$ cat src/rtl/inverse_variance_meta_pool_core_macros.svh
// Assertion macros for the pooling core.
`ifndef INVERSE_VARIANCE_META_POOL_CORE_MACROS_SVH
`define INVERSE_VARIANCE_META_POOL_CORE_MACROS_SVH
`ifndef SYNTHESIS
`define IVMP_ASSERT_IMP(label, clk, rst_n, ante, cons) \
  label: assert property (@(posedge clk) disable iff (!rst_n) (ante) |-> (cons)) \
    else $error("assertion failed");
`define IVMP_ASSERT_NXT(label, clk, rst_n, ante, cons) \
  label: assert property (@(posedge clk) disable iff (!rst_n) (ante) |=> (cons)) \
    else $error("assertion failed");
`else
`define IVMP_ASSERT_IMP(label, clk, rst_n, ante, cons)
`define IVMP_ASSERT_NXT(label, clk, rst_n, ante, cons)
`endif
`endif

$ cat src/rtl/ivmp_pkg.sv
package ivmp_pkg;

  typedef enum logic [6:0] {
    ST_IDLE  = 7'b0000001,
    ST_DIVW  = 7'b0000010,
    ST_DIVT  = 7'b0000100,
    ST_ACC   = 7'b0001000,
    ST_FIN   = 7'b0010000,
    ST_ROOT  = 7'b0100000,
    ST_OUT   = 7'b1000000
  } state_t;

  typedef enum logic [2:0] {
    DSEL_W    = 3'd0,
    DSEL_T    = 3'd1,
    DSEL_PEFF = 3'd2,
    DSEL_PVAR = 3'd3,
    DSEL_Z    = 3'd4
  } dsel_t;

  typedef struct packed {
    logic  load;
    logic  div_start;
    dsel_t div_sel;
    logic  acc;
    logic  sq_start;
    logic  out_load;
    logic  clear;
  } cmd_t;

  typedef struct packed {
    logic div_done;
    logic sq_done;
    logic vzero;
    logic wzero;
    logic last;
  } sts_t;

  localparam int NumBits = 192;
  localparam int CntW = 8;

endpackage

$ cat src/rtl/ivmp_ctrl.sv
`include "inverse_variance_meta_pool_core_macros.svh"
module ivmp_ctrl import ivmp_pkg::*; (
  input  logic clk,
  input  logic rst_n,
  input  logic in_valid,
  output logic in_ready,
  input  logic out_busy,
  input  sts_t sts,
  output cmd_t cmd
);
  state_t state_r, state_nxt;
  logic [2:0] phase_r, phase_nxt;

  assign in_ready = (state_r == ST_IDLE);

  always_comb begin
    state_nxt = state_r;
    phase_nxt = phase_r;
    cmd = '0;
    cmd.div_sel = DSEL_W;
    case (state_r)
      ST_IDLE: begin
        if (in_valid) begin
          cmd.load = 1'b1;
          state_nxt = ST_DIVW;
          phase_nxt = 3'd0;
        end
      end
      ST_DIVW: begin
        if (phase_r == 3'd0) begin
          if (sts.vzero) begin
            state_nxt = ST_ACC;
          end else begin
            cmd.div_start = 1'b1;
            cmd.div_sel = DSEL_W;
            phase_nxt = 3'd1;
          end
        end else if (sts.div_done) begin
          state_nxt = ST_DIVT;
          phase_nxt = 3'd0;
        end
      end
      ST_DIVT: begin
        cmd.div_sel = DSEL_T;
        if (phase_r == 3'd0) begin
          cmd.div_start = 1'b1;
          phase_nxt = 3'd1;
        end else if (sts.div_done) begin
          state_nxt = ST_ACC;
        end
      end
      ST_ACC: begin
        cmd.acc = 1'b1;
        phase_nxt = 3'd0;
        if (!sts.last) state_nxt = ST_IDLE;
        else if (sts.wzero) state_nxt = ST_OUT;
        else state_nxt = ST_FIN;
      end
      ST_FIN: begin
        case (phase_r)
          3'd0: begin
            cmd.div_start = 1'b1;
            cmd.div_sel = DSEL_PEFF;
            phase_nxt = 3'd1;
          end
          3'd1: begin
            cmd.div_sel = DSEL_PEFF;
            if (sts.div_done) phase_nxt = 3'd2;
          end
          3'd2: begin
            cmd.div_start = 1'b1;
            cmd.div_sel = DSEL_PVAR;
            phase_nxt = 3'd3;
          end
          3'd3: begin
            cmd.div_sel = DSEL_PVAR;
            if (sts.div_done) phase_nxt = 3'd4;
          end
          3'd4: begin
            cmd.div_start = 1'b1;
            cmd.div_sel = DSEL_Z;
            phase_nxt = 3'd5;
          end
          default: begin
            cmd.div_sel = DSEL_Z;
            if (sts.div_done) begin
              state_nxt = ST_ROOT;
              phase_nxt = 3'd0;
            end
          end
        endcase
      end
      ST_ROOT: begin
        if (phase_r == 3'd0) begin
          cmd.sq_start = 1'b1;
          phase_nxt = 3'd1;
        end else if (sts.sq_done) begin
          state_nxt = ST_OUT;
        end
      end
      ST_OUT: begin
        if (!out_busy) begin
          cmd.out_load = 1'b1;
          cmd.clear = 1'b1;
          state_nxt = ST_IDLE;
        end
      end
      default: state_nxt = ST_IDLE;
    endcase
  end

  always_ff @(posedge clk) begin
    if (!rst_n) begin
      state_r <= ST_IDLE;
      phase_r <= 3'd0;
    end else begin
      state_r <= state_nxt;
      phase_r <= phase_nxt;
    end
  end

  `IVMP_ASSERT_IMP(a_onehot, clk, rst_n, 1'b1, $onehot(state_r))
  `IVMP_ASSERT_IMP(a_outclr, clk, rst_n, cmd.out_load, cmd.clear && state_r == ST_OUT)
  `IVMP_ASSERT_NXT(a_load, clk, rst_n, cmd.load, state_r == ST_DIVW)
endmodule

$ cat config.mk
export PLATFORM = sky130hd
export DESIGN_NAME = ivmp_ctrl
export DESIGN_NICKNAME = d
export VERILOG_FILES = /design/src/rtl/ivmp_pkg.sv /design/src/rtl/ivmp_ctrl.sv
export VERILOG_INCLUDE_DIRS = /design/src /design/src/rtl
export SDC_FILE = /design/constraint.sdc
export NUM_CORES = 1
export LEC_CHECK = 0
export BUFFER_PORTS_ARGS = -buffer_cell sky130_fd_sc_hd__buf_2
export CAP_MARGIN = 30
export CORE_ASPECT_RATIO = 1.2
export CORE_MARGIN = 4
export CORE_UTILIZATION = 40
export DETAILED_ROUTE_END_ITERATION = 10
export SLEW_MARGIN = 20
export SYNTH_ARGS = -nofsm -noshare
export SYNTH_HDL_FRONTEND = slang
export SYNTH_SLANG_ARGS = --single-unit
export TNS_END_PERCENT = 10
$ cat constraint.sdc
create_clock -name clk -period 1.8 [get_ports clk]
set_input_delay 0.18 -clock clk [delete_from_list [all_inputs] [get_ports clk]]
set_output_delay 0.18 -clock clk [all_outputs]
set_load 0.005 [all_outputs]
==> results by group <==
Logic synthesis
  • Ys async rst share: 0%
  • Netlist cell types: 45
  • Synth Area in Compound Gates: 27.0%
  • Most numerous cell in the Yosys netlist: dfxtp_1
  • EDFF count, synth: 0
  • Largest family of logic cells by synthesized area: simple AND/OR/NAND/NOR gates
  • Synth top cells by count: dfxtp_1 (10), nor2_1 (8), o21ai_0 (8), nor4_1 (7)
  • Seq cells post-synth: 10
  • Mux share of post-synthesis cell area: 1.11%
  • XOR/XNOR Fraction of Synth Area: 1.94%
  • Sequential cell area fraction in the yosys report: 22.1%
  • Primary FF master, synth: dfxtp_1
  • Syn Nets: 125
  • Synth Instances: 116
  • Area share of fa/ha/maj cells after synthesis: 0%
  • Syn Area/Cell: 7.80 um2
  • Post-Synthesis Cell Area: 905 um2
  • Post-synth top area cell: dfxtp_1
  • YS warnings: 0
  • Post-synthesis simple-gate area fraction: 41.2%
  • Area contributors post-synth: dfxtp_1 (22%), nor4_1 (4.8%), o21ai_0 (4.4%)
  • Share of Yosys cell area claimed by the top area cell type: 22.1%

Run
  • Max-cap viol count: 0

Route
  • M1 wire length: 1.38 mm
  • Via Count: 1193
  • Post-Route WL: 3.63 mm
  • Top Metal Used: met4
  • Wire per inst: 18.3 um
  • DR pass1 iterations: 5
  • DRC viols: 0
  • Met2 wire length: 1.86 mm
  • Final ANT Viol Nets: 0
  • Via density: 5.99
  • Metal3 WL: 219 um
  • Initial DRC count: 61

Layout
  • Layout cells sized above 1: 54.4%
  • Design area: 1510 um2
  • Ant diodes: 0
  • Area growth, synth to finish: 66.9%
  • Fill count: 180
  • Nets: 179

Die
  • Die width: 51.4 um
  • Core ar.: 2120 um2
  • Ports: 19
  • FP Rows: 18
  • Die footprint: 3090 um2
  • Initial core utilization: 42.7%
  • Die Ht: 60.1 um

Critical path
  • Setup CP Type: reg -> out
  • CP top delay family: simple AND/OR/NAND/NOR gates
  • Critical-path cell list: or4_4 -> or3_4 -> nor2_4 -> a21o_1 -> buf_2
  • Crit path max fanout: 6
  • Crit start category: flop
  • CP required: 1.62 ns
  • CP max stage cell: or4_4
  • CP arrival: 1.95 ns
  • Endpoint class of the critical path: output port
  • Slowest cell delay on critical path: 0.59 ns
  • Buf/Inv on CP: 1

Timing
  • Ratio of final minimum period to clock period: 118%
  • Worst setup margin: -0.332 ns
  • Final count of negative-setup-slack endpoints: 17
  • Fmax: 469 MHz
  • Least-Margin Pin Slew: 0.496 ns
  • RSZ-0062 raised after global routing: true
  • Worst hold slack: 0.200 ns
  • Final hold violation count: 0
  • Final Skew: 0.00902 ns
  • Final min period: 2.13 ns
  • Slew headroom: 66.6%
  • Slew Limit Fails: 0

Placement
  • HPWL after DPL: 2.36 mm
  • Area post-placement: 1260 um2
  • Final RePlAce weighted congestion: 0.830
  • Port Buffer Count: 18

Worst hold path
  • Worst min path class: in -> reg

Clock network
  • Clock slew at reported path FFs: 0.07 ns
  • Clock Tree Buf Depth: 2
  • TritonCTS buffer count: 3
  • CTS sink count: 10
  • Clock root cell: clkbuf_4
  • Htree depth: 1
  • Clk_lat worst skew: 0.28 ns
  • Hold buffer count at cts: 0
  • CTS tree: yes

Global route
  • Total track usage: 20.1%
  • Initial antenna violation count: 0
  • GRT Residual Overflow: 0
  • Largest net degree at the start of global routing: 8
  • First-pass GRT wire length: 4.75 mm
  • Vias in the first global route: 1007

Power
  • Pwr dens: 694 nW/um2
  • Leak: 0.000619 uW
  • Power, Total: 1050 uW
  • Peak supply drop: 0.839 mV

Run status
  • Status: finished with violations
  • Failing checks: negative setup slack
-- path summary, 6_finish.rpt --
| kind | from | to | slack, ns | depth (start not counted) |
|---|---|---|---|---|
| worst min register to register | state_r[1] | state_r[1] | 0.55 | 1 |
| worst max-delay path | state_r[6] | cmd[4] | -0.33 | 5 |
| worst max register to register | state_r[6] | state_r[4] | -0.24 | 8 |
| worst min-delay path | rst_n | state_r[6] | 0.20 | 3 |
-- layout make-up --
cell class	instances	area (um2)	share of cell area [%]
multi-input cells	92	808	53.5
repair buffers	57	403	26.7
flip-flops and latches	10	203	13.4
well taps	30	37.5	2.49
clock buffers	4	36.3	2.40
inverters	6	22.5	1.49
-- per-layer routing --
metal,vias up,track usage (%)
met5,-,0
met4,0,4.49
met3,21,4.49
met2,58,34.5
met1,561,25.4
li1,553,-
-- metrics by stage --
step	worst slack, ns	utilization (%)	setup TNS (ns)	instances
5_1_grt	-0.379	71.3	-4.46	199
3_5_place_dp	-0.317	59.6	-2.56	189
3_3_place_gp	-0.307	59.6	-2.27	189
4_1_cts	-0.348	62.7	-4.29	193
6_report	-0.332	71.3	-3.58	199
2_1_floorplan	-0.0930	-	-0.649	116
-- worst register-to-register path, cell delays in order, from the launching register on --
cell and delay, ns:
dfxtp_2 0.34, or4_4 0.59, buf_4 0.17, nor3_4 0.14
buf_6 0.15, buf_4 0.13, a2111oi_4 0.08, a31oi_1 0.23
o21a_1 0.14
-- cell usage in the layout, fill, tap and decap left out, types with 2 or more instances in the layout --
cell type,instances
buf_2,18
buf_6,2
inv_1,6
nand2b_4,2
xnor2_1,2
and2_1,2
a21oi_1,6
a31oi_1,2
o21ai_0,7
clkbuf_4,3
and3_1,2
a311oi_1,2
o21a_1,3
or3_1,2
a21o_1,2
nor3_4,3
a2111oi_4,3
nor2_1,7
dfxtp_2,2
dfxtp_1,8
nor4_1,3
nor3_1,4
buf_4,36
nor4_4,3
or4_4,4
nand2b_1,2
nor4_2,2
nand2_1,5
nand3_1,3
-- cells by family after synthesis --
family / Yosys count
muxes: 1
and+or+nand+nor: 55
AOI/OAI and AO/OA: 34
xor gates and xnor gates: 2
buffers and inverters: 14
DFF: 10
-- report_power, final --
part           leakage (uW)  switching [uW]  internal (uW)  total [uW]
combinational      0.000516             291            273         564
sequential        0.0000827            34.6            245         280
clock             0.0000210            81.6            123         205
-- repair_timing --
action / CTS / global route
endpoints found under the setup margin: 20 / 20
setup buffers: 0 / 7
pin swaps: 1 / 11
gates resized for setup: 9 / 24
-- flip-flops by register name, summed over array words and instances (netlist names) --
signal	flops
state_r	7
phase_r	3
(Power assumes the default switching activity.)
